<file path="src/pstd_pkg.sv">
// ----------------------------------------------------------------------------
// pstd_pkg
// Shared widths, types and codes of the point to segment distance unit.
// ----------------------------------------------------------------------------
package pstd_pkg;

  localparam int COORD_W   = 24;               // signed Q15.8 coordinate
  localparam int DIFF_W    = COORD_W + 1;      // difference of two coordinates
  localparam int MAG_W     = COORD_W;          // magnitude of an end minus start
  localparam int SQ_W      = 2 * DIFF_W;       // signed product of two differences
  localparam int L2_W      = 2 * COORD_W + 2;  // squared length, three axes
  localparam int DOT_W     = L2_W + 1;         // signed dot product
  localparam int LEN_W     = L2_W / 2;         // integer square root of L2_W bits
  localparam int FRAC_BITS = 32;               // fraction bits of the projection
  localparam int T_W       = FRAC_BITS + 1;    // projection fraction in [0, 1]
  localparam int ALONG_Q_W = LEN_W + 1;        // magnitude of along before clamp
  localparam int OFF_W     = MAG_W + T_W;      // magnitude times fraction
  localparam int DIST_W    = 26;               // signed Q17.8 results
  localparam int REGION_W  = 2;

  typedef logic signed [COORD_W-1:0] coord_t;
  typedef logic signed [DIFF_W-1:0]  diff_t;
  typedef logic [L2_W-1:0]           l2_t;
  typedef logic signed [DOT_W-1:0]   dot_t;
  typedef logic [LEN_W-1:0]          len_t;
  typedef logic [T_W-1:0]            frac_t;
  typedef logic [ALONG_Q_W-1:0]      quot_t;
  typedef logic signed [DIST_W-1:0]  dist_t;

  typedef enum logic [REGION_W-1:0] {
    REGION_WITHIN = 2'd0,
    REGION_BEFORE = 2'd1,
    REGION_PAST   = 2'd2
  } region_t;

endpackage

</file>
<file path="src/pstd_sqrt.sv">
// ----------------------------------------------------------------------------
// pstd_sqrt
// Pipelined integer square root, one result bit per register stage.
// ----------------------------------------------------------------------------
module pstd_sqrt #(
  parameter int IN_W   = pstd_pkg::L2_W,
  parameter int SIDE_W = 1
) (
  input  logic                  clk,
  input  logic                  rst_n,
  input  logic                  en,
  input  logic                  in_valid,
  input  logic [IN_W-1:0]       rad,
  input  logic [SIDE_W-1:0]     side_in,
  output logic                  out_valid,
  output logic [(IN_W+1)/2-1:0] root,
  output logic [SIDE_W-1:0]     side_out
);

  localparam int OUT_W = (IN_W + 1) / 2;
  localparam int PAD_W = 2 * OUT_W;
  localparam int REM_W = OUT_W + 2;

  logic [PAD_W-1:0]  rad_s  [0:OUT_W];
  logic [REM_W-1:0]  rem_s  [0:OUT_W];
  logic [OUT_W-1:0]  root_s [0:OUT_W];
  logic [SIDE_W-1:0] side_s [0:OUT_W];
  logic              vld_s  [0:OUT_W];

  assign rad_s[0]  = PAD_W'(rad);
  assign rem_s[0]  = '0;
  assign root_s[0] = '0;
  assign side_s[0] = side_in;
  assign vld_s[0]  = in_valid;

  for (genvar g = 0; g < OUT_W; g++) begin : g_step
    logic [REM_W-1:0]  rem_sh;
    logic [REM_W-1:0]  trial;
    logic              ge;
    logic [REM_W-1:0]  rem_nxt;
    logic [PAD_W-1:0]  rad_r;
    logic [REM_W-1:0]  rem_r;
    logic [OUT_W-1:0]  root_r;
    logic [SIDE_W-1:0] side_r;
    logic              vld_r;

    // bring down the next two radicand bits and try root*4+1
    assign rem_sh  = {rem_s[g][REM_W-3:0], rad_s[g][PAD_W-1 -: 2]};
    assign trial   = {root_s[g], 2'b01};
    assign ge      = (rem_sh >= trial);
    assign rem_nxt = ge ? (rem_sh - trial) : rem_sh;

    always_ff @(posedge clk) begin
      if (!rst_n) begin
        vld_r <= 1'b0;
      end else if (en) begin
        vld_r <= vld_s[g];
      end
    end

    always_ff @(posedge clk) begin
      if (en) begin
        rad_r  <= rad_s[g] << 2;
        rem_r  <= rem_nxt;
        root_r <= {root_s[g][OUT_W-2:0], ge};
        side_r <= side_s[g];
      end
    end

    assign rad_s[g+1]  = rad_r;
    assign rem_s[g+1]  = rem_r;
    assign root_s[g+1] = root_r;
    assign side_s[g+1] = side_r;
    assign vld_s[g+1]  = vld_r;
  end

  assign out_valid = vld_s[OUT_W];
  assign root      = root_s[OUT_W];
  assign side_out  = side_s[OUT_W];

endmodule

</file>
<file path="config.mk">
export PLATFORM = sky130hd
export DESIGN_NAME = pstd_sqrt
export DESIGN_NICKNAME = d
export VERILOG_FILES = /design/src/pstd_pkg.sv /design/src/pstd_sqrt.sv
export SDC_FILE = /design/constraint.sdc
export NUM_CORES = 2
export LEC_CHECK = 0
export BUFFER_PORTS_ARGS = -buffer_cell sky130_fd_sc_hd__buf_2
export CAP_MARGIN = 20
export CORE_ASPECT_RATIO = 0.75
export CORE_UTILIZATION = 60
export CTS_BUF_LIST = sky130_fd_sc_hd__clkbuf_8 sky130_fd_sc_hd__clkbuf_16
export DETAILED_ROUTE_END_ITERATION = 12
export PLACE_DENSITY = 0.85
export SYNTH_ARGS = -nofsm -noshare
export SYNTH_HDL_FRONTEND = slang
export SYNTH_SLANG_ARGS = --single-unit
</file>
<file path="constraint.sdc">
create_clock -name clk -period 4.5 [get_ports clk]
set_input_delay 0.45 -clock clk [delete_from_list [all_inputs] [get_ports clk]]
set_output_delay 0.45 -clock clk [all_outputs]
set_load 0.01 [all_outputs]
</file>
**Word-level counts from Yosys, hierarchy flattened**

Index checks and enable logic that the tools add are counted.

- Flip-flop bits (word level): 1553
- Bits in latches: 0
- RAM bits: 0
- Memory bits (read-only): 0
- Input port bits: 55
- Memories kept: 0

- Add/subtract/negate cells: 24
- Multiply operators: 0
- Div/mod/pow operators: 0
- Magnitude comparators: 25
- Equal/unequal tests: 0
- Shift operators: 0
- Mux-type cells: 24
- Bitwise logic cells: 0
- Reduce and logical (&&, ||, !) cells: 0

Operator list:

| cell | number |
|---|---|
| $mux 25 | 23 |
| $ge 27x10->1 | 1 |
| $ge 27x11->1 | 1 |
| $ge 27x12->1 | 1 |
| $ge 27x13->1 | 1 |
| $ge 27x14->1 | 1 |
| $ge 27x15->1 | 1 |
| $ge 27x16->1 | 1 |
| $ge 27x17->1 | 1 |
| $ge 27x18->1 | 1 |
| $ge 27x19->1 | 1 |
| $ge 27x20->1 | 1 |
| $ge 27x21->1 | 1 |
| $ge 27x22->1 | 1 |
| $ge 27x23->1 | 1 |
| $ge 27x24->1 | 1 |
| $ge 27x25->1 | 1 |
| $ge 27x26->1 | 1 |
| $ge 27x3->1 | 1 |
| $ge 27x4->1 | 1 |
| $ge 27x5->1 | 1 |
| $ge 27x6->1 | 1 |
| $ge 27x7->1 | 1 |
| $ge 27x8->1 | 1 |
| 27 further kinds | 27 |

**Depth between registers and ports, before layout**

- Depth in word-level cells: 2
- Gate-level depth with buffers: 13
- Depth with buffers taken out: 13

**Worst setup path before layout**

Ideal clock, no wire load.

- Path kind: flip-flop to flip-flop
- Start: register g_step[22].rem_r[11]
- End: register g_step[23].rem_r[19] (data pin)
- Data arrival time: 2802 ps
- Data required time: 4240 ps
- Slack: 1438 ps
- Stages on the path, launching flop included: 11
- Buffers on the path: 2
- Clock period less this slack: 3062 ps
- Path through: edfxtp_1 -> ha_1 -> clkbuf_1 -> nand4_1 -> or3_1 -> o221ai_1 -> nand3_1 -> o21ba_2 -> o21ai_2 -> buf_2 -> mux2_2

- Longest elaborated chain between the ends: 2
- Elaborated cells on any way between the ends: 3

Ends and longest elaborated chain:

| element | RTL line | RTL |
|---|---|---|
| start, declared | pstd_sqrt.sv:42 | `logic [REM_W-1:0] rem_r;` |
| start signal, assigned | pstd_sqrt.sv:64 | `rem_r <= rem_nxt;` |
| $sub 25x25->25 / $ge 27x25->1 (equally long branches) | pstd_sqrt.sv:51, pstd_sqrt.sv:50 |  |
| $mux 25 (*) | pstd_sqrt.sv:51 | `assign rem_nxt = ge ? (rem_sh - trial) : rem_sh;` |
| named net g_step[23].rem_nxt[19] | pstd_sqrt.sv:40 | `logic [REM_W-1:0] rem_nxt;` |
| end signal, assigned | pstd_sqrt.sv:64 |  |
| end, declared | pstd_sqrt.sv:42 |  |

Mark *: on every way through the listed nets, which the timed path passes. The rest lies on a longest branch.
A chain may end at the register's enable or synchronous reset.

**Worst setup path in the final report**

- Start: register g_step[17].rem_r[14]
- End: register g_step[18].rem_r[14] (data pin)

- Longest elaborated chain between the ends: 2

Ends and longest elaborated chain:

| element | RTL line | RTL |
|---|---|---|
| start, declared | pstd_sqrt.sv:42 |  |
| start signal, assigned | pstd_sqrt.sv:64 |  |
| $ge 27x20->1 | pstd_sqrt.sv:50 | `assign ge = (rem_sh >= trial);` |
| $mux 25 | pstd_sqrt.sv:51 |  |
| named net g_step[18].rem_nxt[14] | pstd_sqrt.sv:40 |  |
| end signal, assigned | pstd_sqrt.sv:64 |  |
| end, declared | pstd_sqrt.sv:42 |  |

The timed path passes the listed nets, and every way through them passes these cells.

==> reports/qor.csv <==
metric,value,unit
ir_drop,0.000347,V
track_usage,0.232,
synthTopCellsByArea,"edfxtp_1 65%, ha_1 6.2%, xnor2_1 3.0%",
mostFrequentLayoutCell,edfxtp_1,
fin_ws,0.451,ns
worst_hold_slack,0.0864,ns
ff2ff_path_depth,10,
clkSlewWorstSetupHoldPaths,0.06,ns
syn_area,70500,um^2
grt_pass1_wl,220,mm
clk-insertion-delay-late,0.79,ns
cts_sinks,1543,
antenna_found_initial,5,
post_dp_cell_area,73200,um^2
die_area,119000,um^2
wl,137,mm
postCtsResizedCells,0,
synth_largest_area_cell,edfxtp_1,
antennaDiodeCount,0,
clockRootBuffer,clkbuf_16,
period_needed,4.05,ns
drtIter0Drc,4956,
cp-start-kind,flop,
ys_ff_latch,1543,
htreeDepth,4,
overflow,0,
min_period_over_period,0.900,
cp.required,5.00,ns
hpwl,94.3,mm
synth_fa_ha_area_frac,0.0623,
viasPerCell,5.88,
arrival,4.55,ns
cts_buffers,149,
synth_fp_nets,5732,
crit_fanout,25,
drt_pass1_iterations,7,
design_area,78400,um^2
cts_tree,yes,
yosysSeqAreaShare,0.653,
ys.warnings.count,0,
min_path_cells,2,
maxCapViolCount,0,
relSlewSlack,0.287,
fin_tns_setup,0,ns
synth_top_family_by_area,simple AND/OR/NAND/NOR gates,
status,"finished, final reports clean",
setup_viol,0,
cts_setup_buffers,0,
rsz0062_at_grt,false,
syn_inst,5326,
cts_buffer_depth,3,
clock.fmax,247,MHz
finalHoldViolCount,0,
drive_gt1_frac,0.0821,
crit_path_end_kind,flop,
dieWidth,398,um
synth_edf_count,1518,
grt_start_max_net_pins,143,
synthArstFlopShare,0,
die_h,299,um
std_cell_rows,108,
drtAntennaViolNets,0,
ioPinCount,82,
finClkSkew,0.0369,ns
maxSlewViolCount,0,
ys_types,92,
core,116000,um^2
pre_cts_ws,0.609,ns
synth_mux_area_frac,0.0151,
area_delta_synth_final,11.2,%
synth_compound_area_frac,0.0904,
finalNetCount,5990,
hp-class,in -> reg,
worst_pin_slew,1.07,ns
final_cell_mix,"1,518 x edfxtp_1, 485 x inv_1, 368 x a21oi_1, 351 x nor2_1, 351 x ha_1",
grt_pass1_vias,40800,
ys_dominant_reg_cell,edfxtp_1,
gp_congestion,0.961,
drcViolationCount,0,
start_util,0.608,
fillers,7706,
worstSetupPathType,reg -> reg,
synth_simple_gate_area_frac,0.0935,
wl_per_cell,18.9,um
synth-xor-area-share,0.0563,
vias,42600,
p_per_area,493,nW/um^2
hold_buffers,53,
port_buffers,81,
syn_area_per_cell,13.2,um^2
leakagePower,30.5,nW
synth_top_area_frac,0.646,
==> per-stage QoR <==
| stage | cells | utilization | total power [mW] |
|---|---|---|---|
| 2_1_floorplan | 5326 | - | 24.3 |
| 3_3_place_gp | 6919 | 0.630 | 26.2 |
| 3_5_place_dp | 6919 | 0.630 | 26.5 |
| 4_1_cts | 7239 | 0.676 | 38.7 |
| 5_1_grt | 7240 | 0.676 | 40.4 |
| 6_report | 7240 | 0.676 | 38.7 |
==> sequential cells by signal, indices dropped and copies added (netlist names) <==
name	count
g_step.rad_r	600
g_step.rem_r	568
g_step.root_r	300
g_step.side_r	24
g_step.vld_r	24
out_valid	1
root	25
side_out	1
==> per-layer routing <==
| metal | GRT usage | wire length [um] |
|---|---|---|
| met1 | 0.370 | 64700 |
| met2 | 0.324 | 57300 |
| met3 | 0.0467 | 12500 |
| met4 | 0.0589 | 2390 |
| met5 | 0 | 13 |
==> synth_stat cells (25+ instances only) <==
cell / number
mux2i_1: 31
nor2b_1: 77
or3_1: 41
nor4_1: 64
mux2_2: 67
dfxtp_1: 25
edfxtp_1: 1518
o31ai_1: 29
xnor2_1: 245
o21ai_0: 223
and3_1: 29
o21a_1: 65
a21oi_1: 368
nor2_1: 351
o21bai_1: 32
nor3_1: 110
or4_1: 28
clkbuf_1: 64
nand2_1: 304
nand4_1: 40
xor2_1: 207
inv_1: 451
ha_1: 351
a21o_1: 113
nand3_1: 81
nand2b_1: 71
==> cells by family (layout without fill, tap and decap cells) <==
family / count (synthesis) / count (layout)
adder cells (fa/ha/maj): 351 / 351
XOR/XNOR: 453 / 453
buffers and inverters: 539 / 913
flip-flops: 1543 / 1543
AND/OR/NAND/NOR: 1317 / 1317
AO/OA/AOI/OAI: 1024 / 1024
other: 1 / 1
multiplexers: 98 / 98
==> area by class of cell <==
class / count / area, um^2 / share of cell area
inverter: 452 / 1700 / 0.0216
sequential: 1543 / 46100 / 0.587
timing repair buffer: 194 / 1540 / 0.0197
clock inverter: 113 / 925 / 0.0118
clock buffer: 154 / 3820 / 0.0487
tap: 1540 / 1930 / 0.0246
multi-input combinational: 3244 / 22500 / 0.286
==> path summary, 6_finish.rpt <==
path	start	endpoint	slack (ns)
hold reg to reg	g_step[22].side_r	g_step[23].side_r	0.40
hold / removal	rst_n	g_step[23].vld_r	0.09
setup reg to reg	g_step[17].rem_r[14]	g_step[18].rem_r[14]	0.45
setup / recovery	g_step[17].rem_r[14]	g_step[18].rem_r[14]	0.45
==> critical path, stage by stage (launching register included) <==
cell	delay (ns)
edfxtp_1	0.41
ha_1	0.41
and4_1	0.32
nand3_1	0.16
or3_1	0.48
nor4_1	0.75
nor4_1	0.18
o311ai_4	0.21
buf_4	0.41
nand2_1	0.09
o22ai_1	0.37
==> where the power goes <==
group	internal, mW	total, mW	leakage [nW]	switching, mW
combinational	3.17	7.52	13.3	4.35
clock	6.76	12.1	2.43	5.31
sequential	18.0	19.1	14.8	1.07
(Power assumes the default switching activity.)
